## src/tfr_pkg.sv

```systemverilog
// shared constants, event codes and checksum helpers for the telemetry frame receiver
package tfr_pkg;

  localparam int unsigned CfgIdxW = 2;
  localparam int unsigned CfgDataW = 8;

  localparam logic [CfgIdxW-1:0] CFG_START_MARKER = 2'd0;
  localparam logic [CfgIdxW-1:0] CFG_CRC_EXTRA_EN = 2'd1;
  localparam logic [CfgIdxW-1:0] CFG_PARAM_MSGS_EN = 2'd2;

  localparam logic [7:0] START_MARKER_RST = 8'd254;
  localparam logic [15:0] CRC_INIT = 16'hFFFF;

  typedef enum logic [2:0] {
    EV_NONE  = 3'd0,
    EV_DATA  = 3'd1,
    EV_OK    = 3'd2,
    EV_BADLO = 3'd3,
    EV_BADHI = 3'd4
  } event_t;

  // x.25 crc-16, one byte
  function automatic logic [15:0] x25_update(input logic [15:0] crc, input logic [7:0] b);
    logic [7:0] t;
    t = b ^ crc[7:0];
    t = t ^ {t[3:0], 4'h0};
    return {8'h00, crc[15:8]} ^ {t, 8'h00} ^ {5'h00, t, 3'h0} ^ {12'h000, t[7:4]};
  endfunction

  // per-message extra byte, unknown ids give zero
  function automatic logic [7:0] crc_extra(input logic [7:0] id, input logic param_en);
    logic [7:0] e;
    case (id)
      8'd0:    e = 8'd50;
      8'd1:    e = 8'd124;
      8'd24:   e = 8'd24;
      8'd22:   e = param_en ? 8'd220 : 8'd0;
      8'd253:  e = param_en ? 8'd83 : 8'd0;
      default: e = 8'd0;
    endcase
    return e;
  endfunction

endpackage

```

## src/telemetry_frame_receiver.sv

```systemverilog
// telemetry frame receiver: byte-serial v1 frame parser with streamed payload
//
//   channel   signals                           direction  beat
//   rx        rx_valid rx_stall rx_byte         in         one received byte
//   result    res_valid res_stall event_res ..  out        one result per byte
//   cfg       cfg_we cfg_index cfg_data         in         one register write
//
// the crc update, extra-byte lookup and phase step sit between the parser state
// and the result register, so a result appears the cycle after its byte is taken
// and a byte can be taken every cycle while rx_stall is low.
// rx_stall rises only while a result is held and res_stall is high.
// synchronous reset returns the parser to idle with crc 0xFFFF and config at defaults.
module telemetry_frame_receiver import tfr_pkg::*; (
  input  logic                clk,
  input  logic                rst,
  input  logic                rx_valid,
  output logic                rx_stall,
  input  logic [7:0]          rx_byte,
  output logic                res_valid,
  input  logic                res_stall,
  output logic [2:0]          event_res,
  output logic [7:0]          data_byte,
  output logic [7:0]          byte_index,
  output logic [7:0]          payload_len,
  output logic [7:0]          seq_num,
  output logic [7:0]          sys_id,
  output logic [7:0]          comp_id,
  output logic [7:0]          msg_id,
  input  logic                cfg_we,
  input  logic [CfgIdxW-1:0]  cfg_index,
  input  logic [CfgDataW-1:0] cfg_data
);

  typedef enum logic [3:0] {
    PH_IDLE    = 4'd0,
    PH_STX     = 4'd1,
    PH_LEN     = 4'd2,
    PH_SEQ     = 4'd3,
    PH_SYS     = 4'd4,
    PH_COMP    = 4'd5,
    PH_PAYLOAD = 4'd6,
    PH_CRCLO   = 4'd7,
    PH_CRCHI   = 4'd8
  } phase_t;

  logic [7:0]  start_marker;
  logic        crc_extra_enable;
  logic        param_msgs_enable;

  phase_t      parse_phase, parse_phase_next;
  logic [15:0] running_crc, running_crc_next;
  logic [7:0]  frame_len, frame_len_next;
  logic [7:0]  payload_count, payload_count_next;
  logic [7:0]  frame_seq, frame_seq_next;
  logic [7:0]  frame_sys, frame_sys_next;
  logic [7:0]  frame_comp, frame_comp_next;
  logic [7:0]  frame_msg, frame_msg_next;
  event_t      ev_next;
  logic [7:0]  idx_next;

  logic        rx_take;
  logic [7:0]  crc_in;
  logic [15:0] crc_upd;
  logic [15:0] crc_chk;
  logic [7:0]  count_inc;
  logic        is_marker;

  assign rx_stall = res_valid & res_stall;
  assign rx_take  = rx_valid & ~rx_stall;

  assign is_marker = (rx_byte == start_marker);
  assign count_inc = payload_count + 8'd1;
  // the checksum low phase folds the extra byte instead of the received one
  assign crc_in  = (parse_phase == PH_CRCLO) ? crc_extra(frame_msg, param_msgs_enable) : rx_byte;
  assign crc_upd = x25_update(running_crc, crc_in);
  assign crc_chk = crc_extra_enable ? crc_upd : running_crc;

  always_comb begin
    parse_phase_next   = parse_phase;
    running_crc_next   = running_crc;
    frame_len_next     = frame_len;
    payload_count_next = payload_count;
    frame_seq_next     = frame_seq;
    frame_sys_next     = frame_sys;
    frame_comp_next    = frame_comp;
    frame_msg_next     = frame_msg;
    ev_next            = EV_NONE;
    idx_next           = 8'd0;
    case (parse_phase)
      PH_STX: begin
        frame_len_next     = rx_byte;
        payload_count_next = 8'd0;
        running_crc_next   = crc_upd;
        parse_phase_next   = PH_LEN;
      end
      PH_LEN: begin
        frame_seq_next   = rx_byte;
        running_crc_next = crc_upd;
        parse_phase_next = PH_SEQ;
      end
      PH_SEQ: begin
        frame_sys_next   = rx_byte;
        running_crc_next = crc_upd;
        parse_phase_next = PH_SYS;
      end
      PH_SYS: begin
        frame_comp_next  = rx_byte;
        running_crc_next = crc_upd;
        parse_phase_next = PH_COMP;
      end
      PH_COMP: begin
        frame_msg_next   = rx_byte;
        running_crc_next = crc_upd;
        parse_phase_next = (frame_len == 8'd0) ? PH_CRCLO : PH_PAYLOAD;
      end
      PH_PAYLOAD: begin
        ev_next            = EV_DATA;
        idx_next           = payload_count;
        payload_count_next = count_inc;
        running_crc_next   = crc_upd;
        if (count_inc == frame_len) begin
          parse_phase_next = PH_CRCLO;
        end
      end
      PH_CRCLO: begin
        running_crc_next = crc_chk;
        if (rx_byte != crc_chk[7:0]) begin
          ev_next = EV_BADLO;
          if (is_marker) begin
            parse_phase_next = PH_STX;
            frame_len_next   = 8'd0;
            running_crc_next = CRC_INIT;
          end else begin
            parse_phase_next = PH_IDLE;
          end
        end else begin
          parse_phase_next = PH_CRCHI;
        end
      end
      PH_CRCHI: begin
        if (rx_byte != running_crc[15:8]) begin
          ev_next = EV_BADHI;
          if (is_marker) begin
            parse_phase_next = PH_STX;
            frame_len_next   = 8'd0;
            running_crc_next = CRC_INIT;
          end else begin
            parse_phase_next = PH_IDLE;
          end
        end else begin
          ev_next          = EV_OK;
          parse_phase_next = PH_IDLE;
        end
      end
      default: begin
        if (is_marker) begin
          parse_phase_next = PH_STX;
          frame_len_next   = 8'd0;
          running_crc_next = CRC_INIT;
        end else begin
          parse_phase_next = PH_IDLE;
        end
      end
    endcase
  end

  always_ff @(posedge clk) begin
    if (rst) begin
      start_marker      <= START_MARKER_RST;
      crc_extra_enable  <= 1'b1;
      param_msgs_enable <= 1'b1;
      parse_phase       <= PH_IDLE;
      running_crc       <= CRC_INIT;
      frame_len         <= 8'd0;
      payload_count     <= 8'd0;
      frame_seq         <= 8'd0;
      frame_sys         <= 8'd0;
      frame_comp        <= 8'd0;
      frame_msg         <= 8'd0;
      res_valid         <= 1'b0;
    end else begin
      if (cfg_we) begin
        case (cfg_index)
          CFG_START_MARKER:  start_marker      <= cfg_data;
          CFG_CRC_EXTRA_EN:  crc_extra_enable  <= cfg_data[0];
          CFG_PARAM_MSGS_EN: param_msgs_enable <= cfg_data[0];
          default: ;
        endcase
      end
      if (rx_take) begin
        parse_phase   <= parse_phase_next;
        running_crc   <= running_crc_next;
        frame_len     <= frame_len_next;
        payload_count <= payload_count_next;
        frame_seq     <= frame_seq_next;
        frame_sys     <= frame_sys_next;
        frame_comp    <= frame_comp_next;
        frame_msg     <= frame_msg_next;
        event_res     <= ev_next;
        data_byte     <= rx_byte;
        byte_index    <= idx_next;
        payload_len   <= frame_len_next;
        seq_num       <= frame_seq_next;
        sys_id        <= frame_sys_next;
        comp_id       <= frame_comp_next;
        msg_id        <= frame_msg_next;
      end
      if (rx_take) begin
        res_valid <= 1'b1;
      end else if (!res_stall) begin
        res_valid <= 1'b0;
      end
    end
  end

endmodule

```

## config.mk

```make
export PLATFORM = sky130hd
export DESIGN_NAME = telemetry_frame_receiver
export DESIGN_NICKNAME = d
export VERILOG_FILES = /design/src/tfr_pkg.sv /design/src/telemetry_frame_receiver.sv
export SDC_FILE = /design/constraint.sdc
export NUM_CORES = 1
export LEC_CHECK = 0
export BUFFER_PORTS_ARGS = -buffer_cell sky130_fd_sc_hd__buf_2
export CAP_MARGIN = 30
export CORE_ASPECT_RATIO = 1.4
export CORE_MARGIN = 2
export CORE_UTILIZATION = 58
export DETAILED_ROUTE_END_ITERATION = 7
export PLACE_DENSITY = 0.76
export SLEW_MARGIN = 20
export SYNTH_ARGS = -nofsm -noshare
export SYNTH_HDL_FRONTEND = slang
export SYNTH_SLANG_ARGS = --single-unit
```

## constraint.sdc

```tcl
create_clock -name clk -period 5.45 [get_ports clk]
set_clock_uncertainty 0.05 [all_clocks]
set_input_delay 0.2725 -clock clk [delete_from_list [all_inputs] [get_ports clk]]
set_output_delay 0.2725 -clock clk [all_outputs]
set_load 0.02 [all_outputs]
```

==> metrics <==
top sig layer met4; Clock Tree Root clkbuf_16; Post-DP Area 7654 um^2; Final WS setup 1.283 ns; status complete, no violations; vias in the first global route 5815; CP startpoint kind flop; final setup vio count 0; Final Critical Period 4.167 ns; routed wire length 18730 um; HP Class input port to flop; Cells after Synth 760; clock buffer depth 2; vias per cell 6.114; post-synth cell types 64; floorplan die width 97.79 um; Req. time, crit path 5.65 ns; Yosys warning total 0; area added between synthesis and finish 15.40%; Setup crit end kind flop; Main synth FF type dfxtp_1; Post-CTS Resized 0; Die ar. 13230 um^2; area of the core 12190 um^2; Mapped Nets 784; Setup TNS Final 0 ns; Worst Path Buf+Inv 0; n_diodes 0; Max VDD drop 0.1935 mV; Netlist Area Pre-Place 7143 um^2; Yosys top cell by area edfxtp_1; hold-fix buffers at CTS 0; TritonCTS clock tree built; Max-slew headroom 42.21%; global-route wire length before repair 29150 um; share of layout cells above drive strength 1 21.00%; Finished Cell Area 8243 um^2; Worst-path clk slew 0.06 ns; Max stage delay on crit path 0.65 ns; Fin. Hold Viols 0; total of max-cap violations 0; Initial Utilization 58.59%; Synth Area per Inst 9.399 um^2; Rows 48; crit path DAT 4.37 ns; Synth top area share 24.80%; Total Routing Usage GR 28.35%; RD Place Congestion 0.9803; fillers 946; Routed Antenna Nets 0; Final period util 76.46%; Via Count 6041; clock sinks 138; largest net degree at the start of global routing 62; met3 wire len 1005 um; initial DRC count 452; fmax 0.2400 GHz; cell family with most CP delay compound AO/OA/AOI/OAI gates; register area share after synthesis 46.94%; #FFs+latches synth 138; slowest CP cell nand4b_1; Leak 3.106 nW; Post-CTS Setup Inserts 0; dpl ws 1.391 ns; DRT Pass-1 Iters 5; RSZ-0062 raised after global routing false; routed wl met2 9642 um; DRC viols 0; Least-Margin Pin Slew 0.8602 ns; clk_lat worst skew 0.42 ns; Post-synth EDFFs 59; Power Dens Cells 321.3 nW/um^2; die height 135.3 um; initial antenna violation count 0; # IOs 84; Min Hold Slack 0.01168 ns; synth top area cells edfxtp_1, dfxtp_1, nand2_1; asr flop ratio synth 0%; critical path's most frequent cell xnor3_1; Final Max Slew Viols 0; crit path kind flop to flop; Nets 849; gr ovfl total 0; most frequent cells in the layout nand2_1, buf_2, dfxtp_1; Buffers on Ports 83; crit-path max FO 17; DRT met1 WL 7232 um; DP HPWL 12200 um; Inserted Clock Buffers 17; DR WL/cell 18.96 um; commonest non-fill, non-tap cell in the layout nand2_1; critical path, cell by cell nand4b_1, a22oi_1, xnor3_1, xnor3_1, a211o_1, a2111oi_4, and2_0, o22ai_4, o21ai_0; H-tree depth 4
==> where the power goes <==
part / internal [mW] / switching [mW]
Clock: 0.683 / 0.473
Sequential: 1.11 / 0.0325
Combinational: 0.130 / 0.216
Total: 1.93 / 0.722
==> state kept, by name, summed over array words and instances, names as in the netlist <==
name	cells
frame_sys	8
seq_num	8
frame_comp	8
payload_len	8
parse_phase	4
comp_id	8
frame_seq	8
sys_id	8
byte_index	8
param_msgs_enable	1
event_res	3
running_crc	16
res_valid	1
frame_len	8
frame_msg	8
crc_extra_enable	1
payload_count	8
msg_id	8
start_marker	8
data_byte	8
==> through the flow <==
stage	power, mW	std cells	utilization [%]
floorplan	1.414	760	-
global placement	1.497	954	62.70
finish	2.648	988	67.61
CTS	2.650	988	67.61
detailed placement	1.507	956	62.78
global route	2.727	988	67.61
==> cell families after synthesis <==
family / Yosys count / synth area share, %
AO/OA/AOI/OAI: 179 / 16.55
XOR/XNOR: 65 / 8.460
adder cells (fa/ha/maj): 1 / 0.1751
buffers and inverters: 68 / 3.748
flip-flops: 138 / 46.94
multiplexers: 47 / 7.129
AND/OR/NAND/NOR: 262 / 16.99
==> Yosys cell counts (all sizes together), types with 2 or more instances <==
library cell / count
nand3b: 5
xnor3: 2
a31oi: 4
a21o: 3
a211oi: 11
mux2i: 16
o21ai: 34
o2111ai: 2
a211o: 5
or3: 7
o211ai: 2
a22oi: 5
o41ai: 3
a31o: 2
o22ai: 7
nand2: 113
o22a: 9
xor2: 24
edfxtp: 59
o31ai: 6
a22o: 2
nor4: 9
xnor2: 39
dfxtp: 79
inv: 16
and2: 13
nand4: 2
buf: 9
nand3: 15
nor3b: 2
a2111oi: 3
a21oi: 73
clkbuf: 43
mux2: 31
nor3: 24
nand2b: 14
nor2: 47
and3: 5
==> worst paths after layout <==
| check | start | end | slack [ns] | cells past startpoint |
|---|---|---|---|---|
| max | parse_phase[0] | payload_len[2] | 1.28 | 9 |
| min | cfg_data[1] | start_marker[1] | 0.01 | 3 |
| max reg2reg | parse_phase[0] | payload_len[2] | 1.28 | 9 |
| min reg2reg | frame_seq[5] | frame_seq[5] | 0.40 | 2 |
==> area by class of cell <==
| cell class | instances | area [um^2] | share of cell area, % |
|---|---|---|---|
| clock buffers | 17 | 425.4 | 5.161 |
| inverters | 16 | 60.06 | 0.7286 |
| repair buffers | 98 | 523.0 | 6.345 |
| flip-flops and latches | 138 | 3353 | 40.68 |
| well taps | 150 | 187.7 | 2.277 |
| clock inverters | 15 | 163.9 | 1.988 |
| multi-input cells | 554 | 3530 | 42.82 |
==> worst min-delay path, delay by kind of cell <==
family | cells | cell delay, ns
mux | 1 | 0.05
buf+inv | 1 | 0.07
simple gates | 1 | 0.06
==> metal layers <==
layer | vias up | global-route usage, %
li1 | 2839 | -
met5 | - | 0
met2 | 238 | 50.34
met4 | 0 | 16.82
met1 | 2901 | 31.37
met3 | 63 | 5.573
(Power assumes the default switching activity.)
